## src/eon_pkg.sv

```systemverilog
`default_nettype none
package eon_pkg;

  localparam int CFG_IDX_W = 1;
  localparam logic [CFG_IDX_W-1:0] REG_SCORE_THRESHOLD = 1'b0;
  localparam logic [CFG_IDX_W-1:0] REG_IMAGE_WIDTH     = 1'b1;

  localparam logic signed [15:0] THRESH_RESET = 16'sd384;
  localparam logic [12:0]        WIDTH_RESET  = 13'd512;

  typedef struct packed {
    logic signed [15:0] fit_score;
    logic [15:0]        major_axis;
    logic [15:0]        axis_ratio;
    logic [23:0]        pixel_index;
    logic               last_record;
  } fit_rec_t;

  typedef struct packed {
    logic [11:0]        center_x;
    logic [11:0]        center_y;
    logic [15:0]        out_major;
    logic [15:0]        out_minor;
    logic signed [15:0] out_score;
    logic               none_found;
    logic               dropped;
    logic               final_result;
  } ellipse_res_t;

endpackage
`default_nettype wire

```

## src/eon_mul.sv

```systemverilog
`default_nettype none
module eon_mul import eon_pkg::*; (
  input  wire logic        clk,
  input  wire logic [31:0] op_a,
  input  wire logic [31:0] op_b,
  output logic [63:0]      prod
);

  logic [63:0] prod_r;

  always_ff @(posedge clk) begin
    prod_r <= {32'd0, op_a} * {32'd0, op_b};
  end

  assign prod = prod_r;

endmodule
`default_nettype wire

```

## config.mk

```make
export PLATFORM = sky130hd
export DESIGN_NAME = eon_mul
export DESIGN_NICKNAME = d
export VERILOG_FILES = /design/src/eon_pkg.sv /design/src/eon_mul.sv
export SDC_FILE = /design/constraint.sdc
export NUM_CORES = 2
export LEC_CHECK = 0
export BUFFER_PORTS_ARGS = -buffer_cell sky130_fd_sc_hd__buf_2
export CAP_MARGIN = 40
export CORE_UTILIZATION = 47
export CTS_CLUSTER_SIZE = 20
export DETAILED_ROUTE_END_ITERATION = 8
export GPL_TIMING_DRIVEN = 1
export PLACE_DENSITY = 0.71
export SLEW_MARGIN = 15
export SYNTH_ARGS = -nofsm -noshare
export SYNTH_HDL_FRONTEND = slang
export SYNTH_SLANG_ARGS = --single-unit
```

## constraint.sdc

```tcl
create_clock -name clk -period 9.7 [get_ports clk]
set_input_delay 0.485 -clock clk [delete_from_list [all_inputs] [get_ports clk]]
set_output_delay 0.485 -clock clk [all_outputs]
set_load 0.05 [all_outputs]
```

After elaboration in Yosys (flattened, before gate mapping)
Cells that the tools add are included.
Widths: inputs -> output; s select.
Storage, ports and cells
  output and inout bits: 64
  register bits: 64
  bits of input ports: 65
  logic and storage cells: 2
Operators by class
  multiply operators: 1
Operators with widths (count)
  $mul 32x32->64: 1

Depth between registers and ports, before layout
  depth after elaboration: 1
  mapped depth: 29
  mapped depth without buffers: 27

Worst setup path after synthesis
Ideal clock, no wire load.
  path kind: input to register
  start point: input port op_a[25]
  end point: register prod_r[62] (netlist: prod[62])
  slack: 2462 ps
  buffers on the path: 2
  stages: 25
  library setup time: 72 ps
  required time: 9628 ps
  data arrival time: 7166 ps
  cell sequence: clkbuf_1 > nand2_1 > fa_1 > inv_1 > fa_1 > inv_1 > fa_1 > inv_1 > fa_1 > fa_1 > fa_1 > fa_1 > inv_1 > fa_1 > inv_1 > ha_1 > buf_2 > nand4_1 > or4_1 > or3_1 > a31oi_1 > a31o_2 > a211oi_1 > o21ai_1 > xor2_1
Between the ends
  longest elaborated chain between the ends: 1
RTL lines
  start: declaration: line eon_mul.sv:4  | input wire logic [31:0] op_a,
  $mul 32x32->64: line eon_mul.sv:12  | prod_r <= {32'd0, op_a} * {32'd0, op_b};
  end signal: assignment: line eon_mul.sv:12
  end: declaration: line eon_mul.sv:9  | logic [63:0] prod_r;
No other way between the ends.

Final worst setup path
  start point: input port op_b[23]
  end point: register prod_r[62] (netlist: prod[62])
Between the ends
  longest elaborated chain between the ends: 1
RTL lines
  start: declaration: line eon_mul.sv:5  | input wire logic [31:0] op_b,
  $mul 32x32->64: line eon_mul.sv:12
No other way between the ends.

==> impl_metrics.tcl <==
set metrics [dict create \
    rsz0062_at_grt "no" \
    setup-violations-final 0 \
    die_h_um 274 \
    critPathLaunchType "input pin" \
    async_flop_share 0 \
    grt_pass1_vias 26900 \
    postCtsSetupBuffers 0 \
    mostFrequentLayoutCells "896 x fa_1, 865 x inv_1, 602 x and2_1, 480 x nand2_1, 263 x ha_1" \
    area_growth_pct 3.81 \
    drive_gt1_frac 0.0441 \
    place_hpwl_mm 72.1 \
    worst-path-buf-inv 4 \
    wl_mm 89.4 \
    grt_max_degree 33 \
    routabilityCongestion 0.922 \
    nNetsFinal 4893 \
    tightest_slew_ps 796 \
    syn-cell-area_mm2 0.0347 \
    route.detailed.drc 0 \
    cts_hold_buffers 0 \
    first_iter_violations 1515 \
    fin_setup_tns_ps 0 \
    dr.pass1.iters 7 \
    crit_cells 22 \
    hold_class "input pin to register" \
    avgSynthCellArea_um2 9.25 \
    antenna_found_initial 2 \
    initial_core_util 0.475 \
    die_width_um 274 \
    clockBufferDepth 2 \
    synth_nets 4972 \
    final_common_cell "fa_1" \
    crit_end "prod[62]" \
    port_buffers 128 \
    synth.distinct_cells 57 \
    synth_flop_cell "dfxtp_1" \
    cap_violations 0 \
    largest_register_ffs 64 \
    drv_slew 0 \
    vias 24800 \
    cts_sinks 64 \
    clkSlewWorstSetupHoldPaths_ps 60 \
    ys_seq_area_frac 0.0369 \
    ios 129 \
    timing.fmax_mhz 124 \
    path_max_fanout 32 \
    seq_area_mm2 0.00128 \
    fillers 6815 \
    die_area_mm2 0.0749 \
    via_per_inst 5.34 \
    slew_headroom 0.469 \
    ys_warn_count 0 \
    hold_violations 0 \
    synth_seq_cells 64 \
    grt_pass1_wl_mm 145 \
    critPathTopFamily "adder cells" \
    ctsRootBufferMaster "clkbuf_16" \
    wl_per_cell_um 19.3 \
    coreArea_mm2 0.0730 \
    startpoint "op_b[23]" \
    crit_arrival_ps 8350 \
    grt_usage 0.249 \
    path_cells "buf_2, nand2_1, fa_1, inv_1, fa_1, fa_1, fa_1, fa_1, fa_1, fa_1, inv_1, fa_1, inv_1, ha_1, nand4_1, or4_1, or3_1, a31oi_1, a31o_2, a211oi_1, o21ai_1, xor2_1" \
    synth_edf_count 0 \
    status "completed" \
    period_minus_slack_ps 8080 \
    htreeDepth 3 \
    post-route-period-util 0.833 \
    endpoint_kind "register" \
    syn_inst 3748 \
    critPathSlowestCell "fa_1" \
    path_class "input pin to register" \
    ctsResizeCount 0 \
    overflow 0 \
    crit_path_frequent_cell "fa_1" \
    postRouteAntennaNets 0 \
    tritoncts.num_buffers 9 \
    std_cell_rows 99 \
    multiInputGateArea_mm2 0.0293 \
    cp_data_required_time_ps 9980 \
    cpPeakStageDelay_ps 590 \
    cts_tree "done" \
]
## cell type report
cell class | instances | share of cell area
Antenna cell | 1 | 0.0000695
Clock buffer | 11 | 0.00674
Clock inverter | 5 | 0.000904
Inverter | 865 | 0.0902
Multi-Input combinational cell | 2599 | 0.814
Sequential cell | 64 | 0.0356
Tap cell | 959 | 0.0333
Timing Repair Buffer | 130 | 0.0188
## per-stage QoR
stage                      util  setup WS (ps)  std cells  hold WS [ps]  instance area [um2]
final                     0.493           1620       4634           792                36000
after global routing      0.493           1300       4634           798                36000
after CTS                 0.493           1650       4632           765                36000
after detailed placement  0.489           1280       4616           953                35700
after global placement    0.489           1450       4616           955                35700
after floorplan               -           2460       3748           612                34700
## cell families after synthesis
logic type / after synthesis / share of synthesized area
AO/OA/AOI/OAI: 202 / 0.0415
XOR/XNOR: 60 / 0.0152
adder cells (fa/ha/maj): 1159 / 0.612
buffers and inverters: 1085 / 0.118
flip-flops: 64 / 0.0369
multiplexers: 1 / 0.000289
AND/OR/NAND/NOR: 1177 / 0.176
## metal layers
metal  vias up  track usage  wire, um
li1      10700            -         -
met1     13000        0.298     32900
met2       895        0.445     46700
met3       222       0.0329      5280
met4         2        0.109      4510
met5         -            0        13
## synth_stat cells, drive strengths merged (4+ instances only)
cell type / number / area, um2
buf: 7 / 33.8
a221o: 4 / 40.0
ha: 263 / 3290
a31oi: 12 / 75.1
a21o: 40 / 300
clkbuf: 213 / 800
nor2: 20 / 75.1
a21oi: 66 / 342
xor2: 25 / 219
o21a: 9 / 67.6
nand2: 480 / 1800
fa: 896 / 17900
nand3: 10 / 50.1
o31ai: 5 / 78.8
o21ai: 26 / 130
a221oi: 4 / 87.6
nand4: 23 / 144
and2: 602 / 3770
nor3: 7 / 35.0
and3: 14 / 87.6
inv: 865 / 3250
dfxtp: 64 / 1280
xnor2: 35 / 307
o21bai: 11 / 86.3
## worst min path at each step
stage,start,endpoint,cells after the start
6_report,op_a[0],prod[0],2
5_1_grt,op_a[0],prod[0],2
4_1_cts,op_a[0],prod[0],2
3_3_place_gp,prod[2],prod[2],1
2_1_floorplan,op_b[0],prod[0],1
3_5_place_dp,prod[52],prod[52],1
Power is left out: the tool's default activity adds up to more than one toggle a clock period on the data nets, which glitch-free logic cannot reach.
