File: src/eon_pkg.sv
`default_nettype none
package eon_pkg;

  localparam int CFG_IDX_W = 1;
  localparam logic [CFG_IDX_W-1:0] REG_SCORE_THRESHOLD = 1'b0;
  localparam logic [CFG_IDX_W-1:0] REG_IMAGE_WIDTH     = 1'b1;

  localparam logic signed [15:0] THRESH_RESET = 16'sd384;
  localparam logic [12:0]        WIDTH_RESET  = 13'd512;

  typedef struct packed {
    logic signed [15:0] fit_score;
    logic [15:0]        major_axis;
    logic [15:0]        axis_ratio;
    logic [23:0]        pixel_index;
    logic               last_record;
  } fit_rec_t;

  typedef struct packed {
    logic [11:0]        center_x;
    logic [11:0]        center_y;
    logic [15:0]        out_major;
    logic [15:0]        out_minor;
    logic signed [15:0] out_score;
    logic               none_found;
    logic               dropped;
    logic               final_result;
  } ellipse_res_t;

endpackage
`default_nettype wire

File: src/eon_div.sv
`default_nettype none
module eon_div import eon_pkg::*; (
  input  wire logic        clk,
  input  wire logic        rst_n,
  input  wire logic        start,
  input  wire logic [23:0] dividend,
  input  wire logic [12:0] divisor,
  output logic             busy,
  output logic [23:0]      quotient,
  output logic [12:0]      remainder
);

  logic [4:0]  cnt_r, cnt_nxt;
  logic        busy_r, busy_nxt;
  logic [23:0] quo_r, quo_nxt;
  logic [12:0] rem_r, rem_nxt;
  logic [12:0] dvs_r, dvs_nxt;
  logic [13:0] rem_sh;

  // one quotient bit per cycle, restoring
  always_comb begin
    cnt_nxt  = cnt_r;
    busy_nxt = busy_r;
    quo_nxt  = quo_r;
    rem_nxt  = rem_r;
    dvs_nxt  = dvs_r;
    rem_sh   = {rem_r, quo_r[23]};
    if (start) begin
      busy_nxt = 1'b1;
      cnt_nxt  = 5'd0;
      quo_nxt  = dividend;
      rem_nxt  = 13'd0;
      dvs_nxt  = divisor;
    end else if (busy_r) begin
      if (rem_sh >= {1'b0, dvs_r}) begin
        rem_nxt = 13'(rem_sh - {1'b0, dvs_r});
        quo_nxt = {quo_r[22:0], 1'b1};
      end else begin
        rem_nxt = rem_sh[12:0];
        quo_nxt = {quo_r[22:0], 1'b0};
      end
      cnt_nxt = cnt_r + 5'd1;
      if (cnt_r == 5'd23) busy_nxt = 1'b0;
    end
  end

  always_ff @(posedge clk) begin
    if (!rst_n) begin
      busy_r <= 1'b0;
      cnt_r  <= 5'd0;
    end else begin
      busy_r <= busy_nxt;
      cnt_r  <= cnt_nxt;
    end
    quo_r <= quo_nxt;
    rem_r <= rem_nxt;
    dvs_r <= dvs_nxt;
  end

  assign busy      = busy_r;
  assign quotient  = quo_r;
  assign remainder = rem_r;

endmodule
`default_nettype wire

File: config.mk
export PLATFORM = sky130hd
export DESIGN_NAME = eon_div
export DESIGN_NICKNAME = d
export VERILOG_FILES = /design/src/eon_pkg.sv /design/src/eon_div.sv
export SDC_FILE = /design/constraint.sdc
export NUM_CORES = 1
export LEC_CHECK = 0
export ABC_AREA = 0
export BUFFER_PORTS_ARGS = -buffer_cell sky130_fd_sc_hd__buf_2
export CAP_MARGIN = 30
export CORE_ASPECT_RATIO = 0.8
export CORE_MARGIN = 2
export CORE_UTILIZATION = 26
export CTS_CLUSTER_DIAMETER = 100
export DETAILED_ROUTE_END_ITERATION = 8
export PLACE_DENSITY_LB_ADDON = 0.08
export SYNTH_ARGS = -nofsm -noshare
export SYNTH_HDL_FRONTEND = slang
export SYNTH_SLANG_ARGS = --single-unit
File: constraint.sdc
create_clock -name clk -period 5.5 [get_ports clk]
set_input_delay 0.55 -clock clk [delete_from_list [all_inputs] [get_ports clk]]
set_output_delay 0.55 -clock clk [all_outputs]
set_load 0.02 [all_outputs]
**Word level (Yosys, flattened, before mapping)**

Index checks and enable logic that the tools add are counted.

- Register bits: 56
- Bits of input ports: 40
- Output and inout port bits: 38

- $add $sub $neg: 2
- Magnitude comparators: 1
- Equal/unequal tests: 1
- Multiplexer cells: 7
- Bitwise gates (word level): 1
- Reductions and logical operators: 2

Operators by type and width:

| operator | number |
|---|---|
| $mux 24 | 2 |
| $ge 14x13->1 | 1 |
| $mux 13 | 1 |
| $sub 13x13->13 | 1 |
| $add 5x1->5 const B | 1 |
| $eq 5x5->1 const B | 1 |
| $mux 1 | 4 |
| $reduce_bool 2->1 | 1 |
| $reduce_or 2->1 | 1 |
| $not 1->1 | 1 |

**Longest topological paths before layout**

Gate-level depths: netlist (run 1).

- Depth after elaboration: 4
- Mapped depth: 11
- Gate-level depth less buffers: 10

**Worst setup path before layout (run 1)**

OpenSTA, ideal clock, no wires.

- Path type: register to register
- From: register quo_r[23], in the netlist quotient[23]
- To: register quo_r[0], in the netlist quotient[0] (data pin)
- Arrival time: 2.191 ns
- Required time: 5.240 ns
- Path slack: 3.050 ns
- Stages on the path, launching flop included: 12
- Buffers on the path: 1
- Clock period less this slack: 2.450 ns
- Path through: edfxtp_1 > inv_1 > ha_1 > inv_1 > fa_1 > a21oi_2 > o221ai_4 > nand2_2 > a21o_1 > buf_6 > nand2_4 > mux2_2

- Cells in the longest elaborated chain, start to end: 4

RTL lines:

| item | line | source |
|---|---|---|
| start, declared | eon_div.sv:15 | `logic [23:0] quo_r, quo_nxt;` |
| start signal, assigned | eon_div.sv:55 | `quo_r <= quo_nxt;` |
| $ge 14x13->1 | eon_div.sv:35 | `if (rem_sh >= {1'b0, dvs_r}) begin` |
| $mux 1 | eon_div.sv:35 |  |
| $mux 24 | eon_div.sv:34 | `end else if (busy_r) begin` |
| $mux 24 | eon_div.sv:28 | `if (start) begin` |
| via quo_nxt[0] | eon_div.sv:15 |  |

The timed path passes the listed nets, and every way through them passes these cells. The select of a mux whose other input is x is not followed.
A chain may end at the register's enable or synchronous reset.

**Final worst setup path (run 1)**

Ends and elaborated chain as after synthesis.

==> run summary, run 1 <==
total of fill cells in the finished design: 1182
router iterations before antenna repair: 4
cell taking the most area after synthesis: sky130_fd_sc_hd__edfxtp_1
Worst Hold Depth: 1
vias per std cell: 4.750
DRT Wirelength: 8.005 mm
routed length on met2: 3.438 mm
number of post-CTS setup repair buffers: 0
number of pins with negative max-slew slack in the final report: 0
highest-delay cell along the critical path: sky130_fd_sc_hd__edfxtp_1
total setup violations reported at the end of the flow: 0
dominant register cell in the synthesized netlist: sky130_fd_sc_hd__edfxtp_1
Max FO, Critical Path: 10
Largest stage delay, worst path: 0.42 ns
post-synthesis cell type count: 62
Most common cell on crit path: sky130_fd_sc_hd__inv_1
overall global routing resource usage: 12.45%
count of warnings emitted by yosys: 0
clock tree from TritonCTS: built
crit end category: flip-flop
post-synth design cell area: 3109 um2
sum of internal, switching and leakage power: 1.212 mW
Async S/R FF share, synth: 0%
Fin. Hold Viols: 0
leakage power of the design: 1.558 nW
Die Span Y: 101.8 um
Highest Clock Rate: 371.3 MHz
Initial Util: 26.79%
transition at the pin with the smallest max-transition slack: 0.6199 ns
Crit path arrival time: 2.75 ns
final critical path time including I/O delays and setup: 2.693 ns
Setup crit start kind: flip-flop
pin count of the biggest net entering global routing: 47
buffer type at the clock tree root: sky130_fd_sc_hd__clkbuf_16
worst vdd rail ir drop: 0.0001311 V
# resized after CTS: 0
number of antenna violations at the first check in global routing: 0
vias post-DR: 2375
status: finished clean
required time reported for the critical path endpoint: 5.56 ns
number of synthesized register bits: 56
number of buffers added by the clock tree synthesis step: 5
H-tree depth reported by CTS: 2
met3 routed wirelength: 345 um
core area: 11600 um2
FF-to-FF path depth: 10
RD Place Congestion: 0.7869
estimated wirelength of the detail-placed design: 5.877 mm
Final period util: 48.97%
maximum capacitance violations: 0
Total Negative Setup Slacks: 0 ns
clock transition at the register clock pins on the worst setup and hold paths after CTS: 0.08 ns
Post-synth EDFFs: 37
average routed wire per standard cell: 16.01 um
Max-Slew Margin vs Limit: 58.67%
number of instances in the synthesized netlist: 277
power density over the cells: 318.4 nW/um2
number of buffers added to fix hold violations after cts: 0
top-area cell type share of the netlist area: 35.73%
# DRC: 0
uppermost layer routed: met4
HP Class: input port to flip-flop
die area: 12850 um2
area growth from synthesis to final layout: 22.45%
vias in the first global route: 2381
DRT met1 WL: 4.114 mm
commonest cells after routing, fill and taps aside: sky130_fd_sc_hd__buf_2, sky130_fd_sc_hd__edfxtp_1, sky130_fd_sc_hd__mux2_2
total clock sinks: 56
critical path cell sequence: inv_1 -> ha_1 -> inv_1 -> fa_1 -> a21oi_2 -> o221ai_4 -> nand2_2 -> a21o_1 -> nand2_4 -> mux2_2
placement row count: 35
net count of the mapped netlist: 332
DRT iter0 DRCs: 169
share of final-layout standard cells stronger than drive strength 1: 36.65%
category of the critical setup timing path: flip-flop to flip-flop
most common library cell in the layout ignoring fill and taps: sky130_fd_sc_hd__buf_2
largest cells by area after synthesis: sky130_fd_sc_hd__edfxtp_1, sky130_fd_sc_hd__dfxtp_1, sky130_fd_sc_hd__mux2_2, sky130_fd_sc_hd__ha_1, sky130_fd_sc_hd__inv_1
Fin Clk Skew: 0.005985 ns
ports placed on the boundary: 78
RSZ-0062 raised after global routing: no
Syn Area/Cell: 11.22 um2
global-route wire length before repair: 12.49 mm
Seq/Total Area, Yosys: 47.97%
Ant. Diodes: 0
maximum buffer depth of the clock tree: 2
IO Port Bufs: 77
die outline width: 126.3 um
Net count, final: 406
source-to-sink clock delay at the later pin of the worst-skew pair: 0.30 ns
leftover overflow at the end of global routing: 0
residual antenna-violating net count after detailed routing: 0
-- synthesized netlist by cell type, types with 6 or more instances --
cell                       number
sky130_fd_sc_hd__nand3_1       13
sky130_fd_sc_hd__clkbuf_1       6
sky130_fd_sc_hd__dfxtp_1       19
sky130_fd_sc_hd__ha_1          14
sky130_fd_sc_hd__xor2_1         7
sky130_fd_sc_hd__a21oi_1        8
sky130_fd_sc_hd__mux2_2        24
sky130_fd_sc_hd__nand2_1       12
sky130_fd_sc_hd__edfxtp_1      37
sky130_fd_sc_hd__o21ai_0       14
sky130_fd_sc_hd__inv_1         20
sky130_fd_sc_hd__nor4_1         6
sky130_fd_sc_hd__a311oi_1       8
sky130_fd_sc_hd__nor2_1        19
-- metal layers --
layer | track usage, % | vias up
li1 | - | 1196
met1 | 18.29 | 1111
met2 | 18.40 | 58
met3 | 2.723 | 10
met4 | 3.719 | 0
met5 | 0 | -
-- area by class of cell --
| cell class | instances | area (um2) | share of cell area, % |
|---|---|---|---|
| Clock inverter | 2 | 38.79 | 1.019 |
| Timing Repair Buffer | 80 | 427.9 | 11.24 |
| Multi-Input combinational cell | 185 | 1439 | 37.79 |
| Clock buffer | 6 | 138.9 | 3.648 |
| Sequential cell | 56 | 1491 | 39.17 |
| Tap cell | 148 | 185.2 | 4.864 |
| Inverter | 23 | 86.33 | 2.268 |
-- final timing paths --
| kind | endpoint | slack [ns] | startpoint |
|---|---|---|---|
| setup / recovery | quotient[0] | 2.81 | quotient[23] |
| hold / removal | dvs_r[7] | 0.43 | divisor[7] |
| setup reg to reg | quotient[0] | 2.81 | quotient[23] |
| hold reg to reg | cnt_r[4] | 0.53 | cnt_r[4] |
-- worst max-delay path, delay by kind of cell, from the launching register on --
family | cells | cell delay (ns)
compound gates | 3 | 0.80
fa+ha+maj | 2 | 0.56
buf+inv | 2 | 0.13
flops | 1 | 0.42
mux | 1 | 0.28
simple gates | 2 | 0.24
-- registers in the layout, summed over array words and instances, names as in the netlist --
signal and flops:
dvs_r 13, busy 1, remainder 13, quotient 24, cnt_r 5
-- kinds of logic (layout without fill, tap and decap cells) --
kind of cell    count (synthesis)  after routing  synth area share [%]
buf+inv                        36            111                 5.754
compound gates                 66             66                 16.54
simple gates                   68             68                 11.35
flops                          56             56                 47.97
mux                            25             25                 9.014
fa+ha+maj                      15             15                 6.278
xor+xnor                       11             11                 3.099
-- power breakdown --
| group | switching [mW] | total (mW) | leakage (nW) | internal (mW) |
|---|---|---|---|---|
| Sequential | 0.0263 | 0.519 | 0.525 | 0.492 |
| Clock | 0.157 | 0.386 | 0.0871 | 0.229 |
| Combinational | 0.187 | 0.307 | 0.946 | 0.120 |
-- metrics by stage --
stage | hold slack [ns] | setup slack, ns | cells | util [%] | instance area, um2
after detailed placement | 0.5138 | 2.809 | 492 | 31.28 | 3630
after CTS | 0.4148 | 2.823 | 500 | 32.81 | 3807
after global routing | 0.4149 | 2.635 | 500 | 32.81 | 3807
final | 0.4261 | 2.807 | 500 | 32.81 | 3807
after global placement | 0.5048 | 2.875 | 491 | 31.04 | 3602
after floorplan | 0.4793 | 3.050 | 277 | - | 3109
Note: power is estimated with default switching activity, not from simulation.
==> run 2: changes to the inputs <==
Clock period 5.5 ns to 2.2 ns, I/O delays scaled along.
==> run 2 against run 1 <==
The flow now finishes with violations (setup timing). Largest cell class is now multi-input combinational cells. Core utilization rose by 4.3 points. Via count up 7.8%. Sequential power is 150% higher. Highest routed layer unchanged. Critical endpoint is now remainder[1]. Critical path depth grew 1.
==> run summary, run 2 (synthesis gave the netlist of run 1 again) <==
status: finished, violations left
failing checks: setup timing
leakage power of the design: 1.780 nW
transition at the pin with the smallest max-transition slack: 0.5159 ns
buffer type at the clock tree root: sky130_fd_sc_hd__clkbuf_16
clock tree from TritonCTS: built
die area: 12850 um2
H-tree depth reported by CTS: 2
Max-Slew Margin vs Limit: 65.39%
Ant. Diodes: 0
routed length on met2: 3.757 mm
number of pins with negative max-slew slack in the final report: 0
number of buffers added by the clock tree synthesis step: 5
met3 routed wirelength: 415 um
uppermost layer routed: met4
Total Negative Setup Slacks: -0.1981 ns
Largest stage delay, worst path: 0.41 ns
clock transition at the register clock pins on the worst setup and hold paths after CTS: 0.08 ns
leftover overflow at the end of global routing: 0
share of final-layout standard cells stronger than drive strength 1: 50.26%
Die Span Y: 101.8 um
number of buffers added to fix hold violations after cts: 0
vias per std cell: 4.743
core area: 11600 um2
Setup crit start kind: flip-flop
overall global routing resource usage: 13.51%
part of the power in registers: 40.9%
source-to-sink clock delay at the later pin of the worst-skew pair: 0.30 ns
die outline width: 126.3 um
estimated wirelength of the detail-placed design: 6.464 mm
maximum capacitance violations: 0
Final period util: 102.9%
placement row count: 35
RD Place Congestion: 0.8227
residual antenna-violating net count after detailed routing: 0
max reg flops: 24
category of the critical setup timing path: flip-flop to flip-flop
final critical path time including I/O delays and setup: 2.263 ns
vias post-DR: 2561
Net count, final: 446
DRT Wirelength: 8.794 mm
ports placed on the boundary: 78
IO Port Bufs: 77
Highest Clock Rate: 441.9 MHz
fin worst setup slack: -0.06286 ns
RSZ-0062 raised after global routing: yes
worst vdd rail ir drop: 0.0003540 V
share of total power consumed by net switching: 32.86%
total setup violations reported at the end of the flow: 6
sum of internal, switching and leakage power: 3.150 mW
global-route wire length before repair: 13.55 mm
Initial Util: 26.79%
highest-delay cell along the critical path: sky130_fd_sc_hd__edfxtp_1
multi-input gate area in the final layout: 1644 um2
router iterations before antenna repair: 4
total of fill cells in the finished design: 1160
DRT iter0 DRCs: 199
number of antenna violations at the first check in global routing: 0
internal power: 2.115 mW
Sw Pwr: 1.035 mW
sequential standard cell area: 1491 um2
Fin. Hold Viols: 0
commonest cells after routing, fill and taps aside: sky130_fd_sc_hd__buf_2, sky130_fd_sc_hd__edfxtp_1, sky130_fd_sc_hd__buf_4
power density over the cells: 730.9 nW/um2
DRT met1 WL: 4.580 mm
crit end category: flip-flop
Fin Clk Skew: 0.008679 ns
Crit path arrival time: 2.42 ns
required time reported for the critical path endpoint: 2.36 ns
HP Class: input port to flip-flop
clock power share: 26.9%
area growth from synthesis to final layout: 38.63%
Comb pwr share: 32.3%
pin count of the biggest net entering global routing: 31
Max FO, Critical Path: 6
critical path cell sequence: inv_1 -> ha_2 -> inv_2 -> fa_2 -> a21oi_4 -> o221ai_4 -> nand2_2 -> a21oi_2 -> buf_6 -> o21ai_0 -> a311oi_2
maximum buffer depth of the clock tree: 2
total clock sinks: 56
vias in the first global route: 2536
average routed wire per standard cell: 16.29 um
most common library cell in the layout ignoring fill and taps: sky130_fd_sc_hd__buf_2
# DRC: 0
==> run 2: changes by cell type in the layout (fill, tap and decap cells not counted), moves of 3 or more <==
| cell | change |
|---|---|
| sky130_fd_sc_hd__nand3_2 | +3 |
| sky130_fd_sc_hd__ha_2 | +4 |
| sky130_fd_sc_hd__nand3_1 | -4 |
| sky130_fd_sc_hd__ha_1 | -4 |
| sky130_fd_sc_hd__buf_4 | +34 |
| sky130_fd_sc_hd__a311oi_1 | -4 |
| sky130_fd_sc_hd__a311oi_2 | +4 |
| sky130_fd_sc_hd__nor4_1 | -4 |
| sky130_fd_sc_hd__buf_6 | +5 |
==> run 2: final timing paths <==
check,startpoint,endpoint,slack (ns),depth (start not counted)
max reg2reg,quotient[23],remainder[1],-0.06,11
max,quotient[23],remainder[1],-0.06,11
min reg2reg,cnt_r[4],cnt_r[4],0.53,2
min,divisor[2],dvs_r[2],0.09,1
==> run 2: power groups by stage <==
stage	Combinational (mW)	Sequential [mW]	Clock (mW)
after floorplan	0.463	1.40	0
after global placement	0.916	1.31	0
after detailed placement	0.909	1.31	0
after CTS	0.975	1.29	0.874
after global routing	1.10	1.30	0.919
final	1.02	1.29	0.846
==> run 2: critical path: cells and delay by family (launching register included) <==
| family | cells | cell delay [ns] |
|---|---|---|
| AOI/OAI and AO/OA | 5 | 0.77 |
| adders and majority gates | 2 | 0.55 |
| buffers and inverters | 3 | 0.26 |
| DFF | 1 | 0.41 |
| and+or+nand+nor | 1 | 0.12 |
==> run 2: layout make-up <==
type                    instances  area share [%]
clock inverters                 3          0.6096
flip-flops and latches         56           34.60
multi-input cells             185           38.14
inverters                      23           2.003
repair buffers                120           17.45
well taps                     148           4.296
clock buffers                   5           2.903
==> run 2: through the flow <==
| step | instances | setup slack, ns | instance area, um2 | util (%) | hold WS (ns) |
|---|---|---|---|---|---|
| 5_1_grt | 540 | -0.1530 | 4310 | 37.14 | 0.08071 |
| 4_1_cts | 539 | -0.09089 | 4210 | 36.28 | 0.08217 |
| 6_report | 540 | -0.06286 | 4310 | 37.14 | 0.08983 |
| 3_3_place_gp | 529 | -0.09094 | 3915 | 33.74 | 0.3960 |
| 2_1_floorplan | 277 | -0.1515 | 3112 | - | 0.3189 |
| 3_5_place_dp | 529 | -0.1324 | 3915 | 33.74 | 0.3981 |
==> run 2: metal layers <==
| layer | track usage [%] | vias to the layer above |
|---|---|---|
| met5 | 0 | - |
| met4 | 2.451 | 0 |
| met3 | 3.665 | 4 |
| met2 | 19.64 | 51 |
| met1 | 20.25 | 1233 |
| li1 | - | 1273 |
==> run 2: repair_timing <==
item | 4_1_cts | 5_1_grt
buffers inserted | 2 | 1
pin swaps | 12 | 13
gates resized for setup | 25 | 19
endpoints found under the setup margin | 14 | 14
==> run 3: changes to the inputs <==
==> constraint.sdc (replaced) <==
create_clock -name clk -period 2.2 [get_ports clk]
set_input_delay 0.11 -clock clk [delete_from_list [all_inputs] [get_ports clk]]
set_output_delay 0.11 -clock clk [all_outputs]
set_load 0.02 [all_outputs]
==> run 3 against run 2 <==
Clock skew shrank 0.00099 ns. Clock-buffer cell count stayed put. Critical path depth did not move. The run still ends with setup timing left. Critical endpoint unchanged. Largest cell class unchanged. Register-to-register slack hardly changed. Global-route usage rose by 0.090 points.
==> run summary, run 3 (synthesis gave the netlist of run 1 again) <==
RD Place Congestion: 0.8227
final critical path time including I/O delays and setup: 2.265 ns
status: finished, violations left
share of final-layout standard cells stronger than drive strength 1: 48.64%
Die Span Y: 101.8 um
Ant. Diodes: 0
internal power: 2.130 mW
commonest cells after routing, fill and taps aside: sky130_fd_sc_hd__buf_2, sky130_fd_sc_hd__edfxtp_1, sky130_fd_sc_hd__buf_4
Setup crit start kind: flip-flop
clock transition at the register clock pins on the worst setup and hold paths after CTS: 0.08 ns
total of fill cells in the finished design: 1153
Sw Pwr: 1.038 mW
maximum buffer depth of the clock tree: 2
vias in the first global route: 2562
residual antenna-violating net count after detailed routing: 0
estimated wirelength of the detail-placed design: 6.464 mm
crit end category: flip-flop
vias post-DR: 2599
placement-stage cell area: 3915 um2
average routed wire per standard cell: 16.06 um
H-tree depth reported by CTS: 2
core area: 11600 um2
Max-Slew Margin vs Limit: 65.39%
clock power share: 26.7%
HP Class: input port to flip-flop
leftover overflow at the end of global routing: 0
Comb pwr share: 32.7%
setup slack of the worst register-to-register path: -0.06 ns
overall global routing resource usage: 13.60%
# DRC: 0
number of pins with negative max-slew slack in the final report: 0
worst vdd rail ir drop: 0.0003564 V
clock tree from TritonCTS: built
source-to-sink clock delay at the later pin of the worst-skew pair: 0.30 ns
transition at the pin with the smallest max-transition slack: 0.5159 ns
Initial Util: 26.79%
Net count, final: 459
area growth from synthesis to final layout: 42.82%
max reg flops: 24
fin worst setup slack: -0.06494 ns
Total Negative Setup Slacks: -0.2152 ns
category of the critical setup timing path: flip-flop to flip-flop
RSZ-0062 raised after global routing: yes
total clock sinks: 56
number of buffers added by the clock tree synthesis step: 5
vias per std cell: 4.700
Final period util: 103.0%
failing checks: setup timing
DRT Wirelength: 8.881 mm
most common library cell in the layout ignoring fill and taps: sky130_fd_sc_hd__buf_2
Fin. Hold Viols: 0
maximum capacitance violations: 0
Highest Clock Rate: 441.5 MHz
leakage power of the design: 1.834 nW
Crit path arrival time: 2.42 ns
number of antenna violations at the first check in global routing: 0
required time reported for the critical path endpoint: 2.36 ns
die area: 12850 um2
DRT iter0 DRCs: 191
die outline width: 126.3 um
Max FO, Critical Path: 6
buffer type at the clock tree root: sky130_fd_sc_hd__clkbuf_16
global-route wire length before repair: 13.65 mm
ports placed on the boundary: 78
total setup violations reported at the end of the flow: 6
pin count of the biggest net entering global routing: 31
part of the power in registers: 40.6%
power density over the cells: 713.5 nW/um2
IO Port Bufs: 77
Fin Clk Skew: 0.007691 ns
placement row count: 35
share of total power consumed by net switching: 32.77%
cell area after layout: 4441 um2
router iterations before antenna repair: 4
run 3: path summary, 6_finish.rpt:
check | startpoint | end | depth (start not counted)
min reg2reg | cnt_r[4] | cnt_r[4] | 2
max | quotient[23] | remainder[1] | 11
max reg2reg | quotient[23] | remainder[1] | 11
min | rst_n | busy | 2
run 3: final cells by class:
cell class                      count  area (um2)  share of cell area, %
Timing Repair Buffer              133       882.1                  19.86
Clock buffer                        5       125.1                  2.818
Inverter                           23       86.33                  1.944
Sequential cell                    56        1491                  33.59
Multi-Input combinational cell    185        1644                  37.02
Clock inverter                      3       26.28                 0.5917
Tap cell                          148       185.2                  4.170
run 3: power by group through the flow:
stage / Combinational [mW] / Clock (mW) / Sequential, mW
after floorplan: 0.463 / 0 / 1.40
after global placement: 0.916 / 0 / 1.31
after detailed placement: 0.909 / 0 / 1.31
after CTS: 0.992 / 0.874 / 1.29
after global routing: 1.12 / 0.919 / 1.30
final: 1.03 / 0.846 / 1.29
run 3: what timing repair did:
item                                    in CTS  in global routing
hold buffers                                13                  0
pin swaps                                   12                 13
buffers inserted                             2                  1
endpoints found under the hold margin       13                  0
endpoints found under the setup margin      14                 14
resized for setup                           25                 19
run 3: critical path, cell delays in order, from the launching register on:
cell and delay (ns):
sky130_fd_sc_hd__edfxtp_1 0.41, sky130_fd_sc_hd__inv_1 0.08, sky130_fd_sc_hd__ha_2 0.19, sky130_fd_sc_hd__inv_2 0.04, sky130_fd_sc_hd__fa_2 0.36, sky130_fd_sc_hd__a21oi_4 0.16, sky130_fd_sc_hd__o221ai_4 0.14, sky130_fd_sc_hd__nand2_2 0.12
sky130_fd_sc_hd__a21oi_2 0.07, sky130_fd_sc_hd__buf_6 0.14, sky130_fd_sc_hd__o21ai_0 0.24, sky130_fd_sc_hd__a311oi_2 0.16
run 3: routing by layer:
layer / routed length, um / part of all wire (%) / global-route usage, % / vias up
li1: - / - / - / 1298
met1: 4678 / 53 / 20.38 / 1246
met2: 3770 / 42 / 19.89 / 51
met3: 390 / 4.4 / 3.560 / 4
met4: 40 / 0.45 / 2.451 / 0
met5: 0 / 0 / 0 / -
run 3: stage by stage:
| stage | total power [mW] | hold WS [ns] | instances | utilization (%) | worst slack (ns) |
|---|---|---|---|---|---|
| 2_1_floorplan | 1.859 | 0.2089 | 277 | - | -0.1515 |
| 6_report | 3.168 | 0.04997 | 553 | 38.26 | -0.06494 |
| 3_3_place_gp | 2.228 | 0.2860 | 529 | 33.74 | -0.09094 |
| 3_5_place_dp | 2.218 | 0.2881 | 529 | 33.74 | -0.1324 |
| 5_1_grt | 3.341 | 0.06667 | 553 | 38.26 | -0.1530 |
| 4_1_cts | 3.155 | 0.04581 | 552 | 37.40 | -0.09089 |
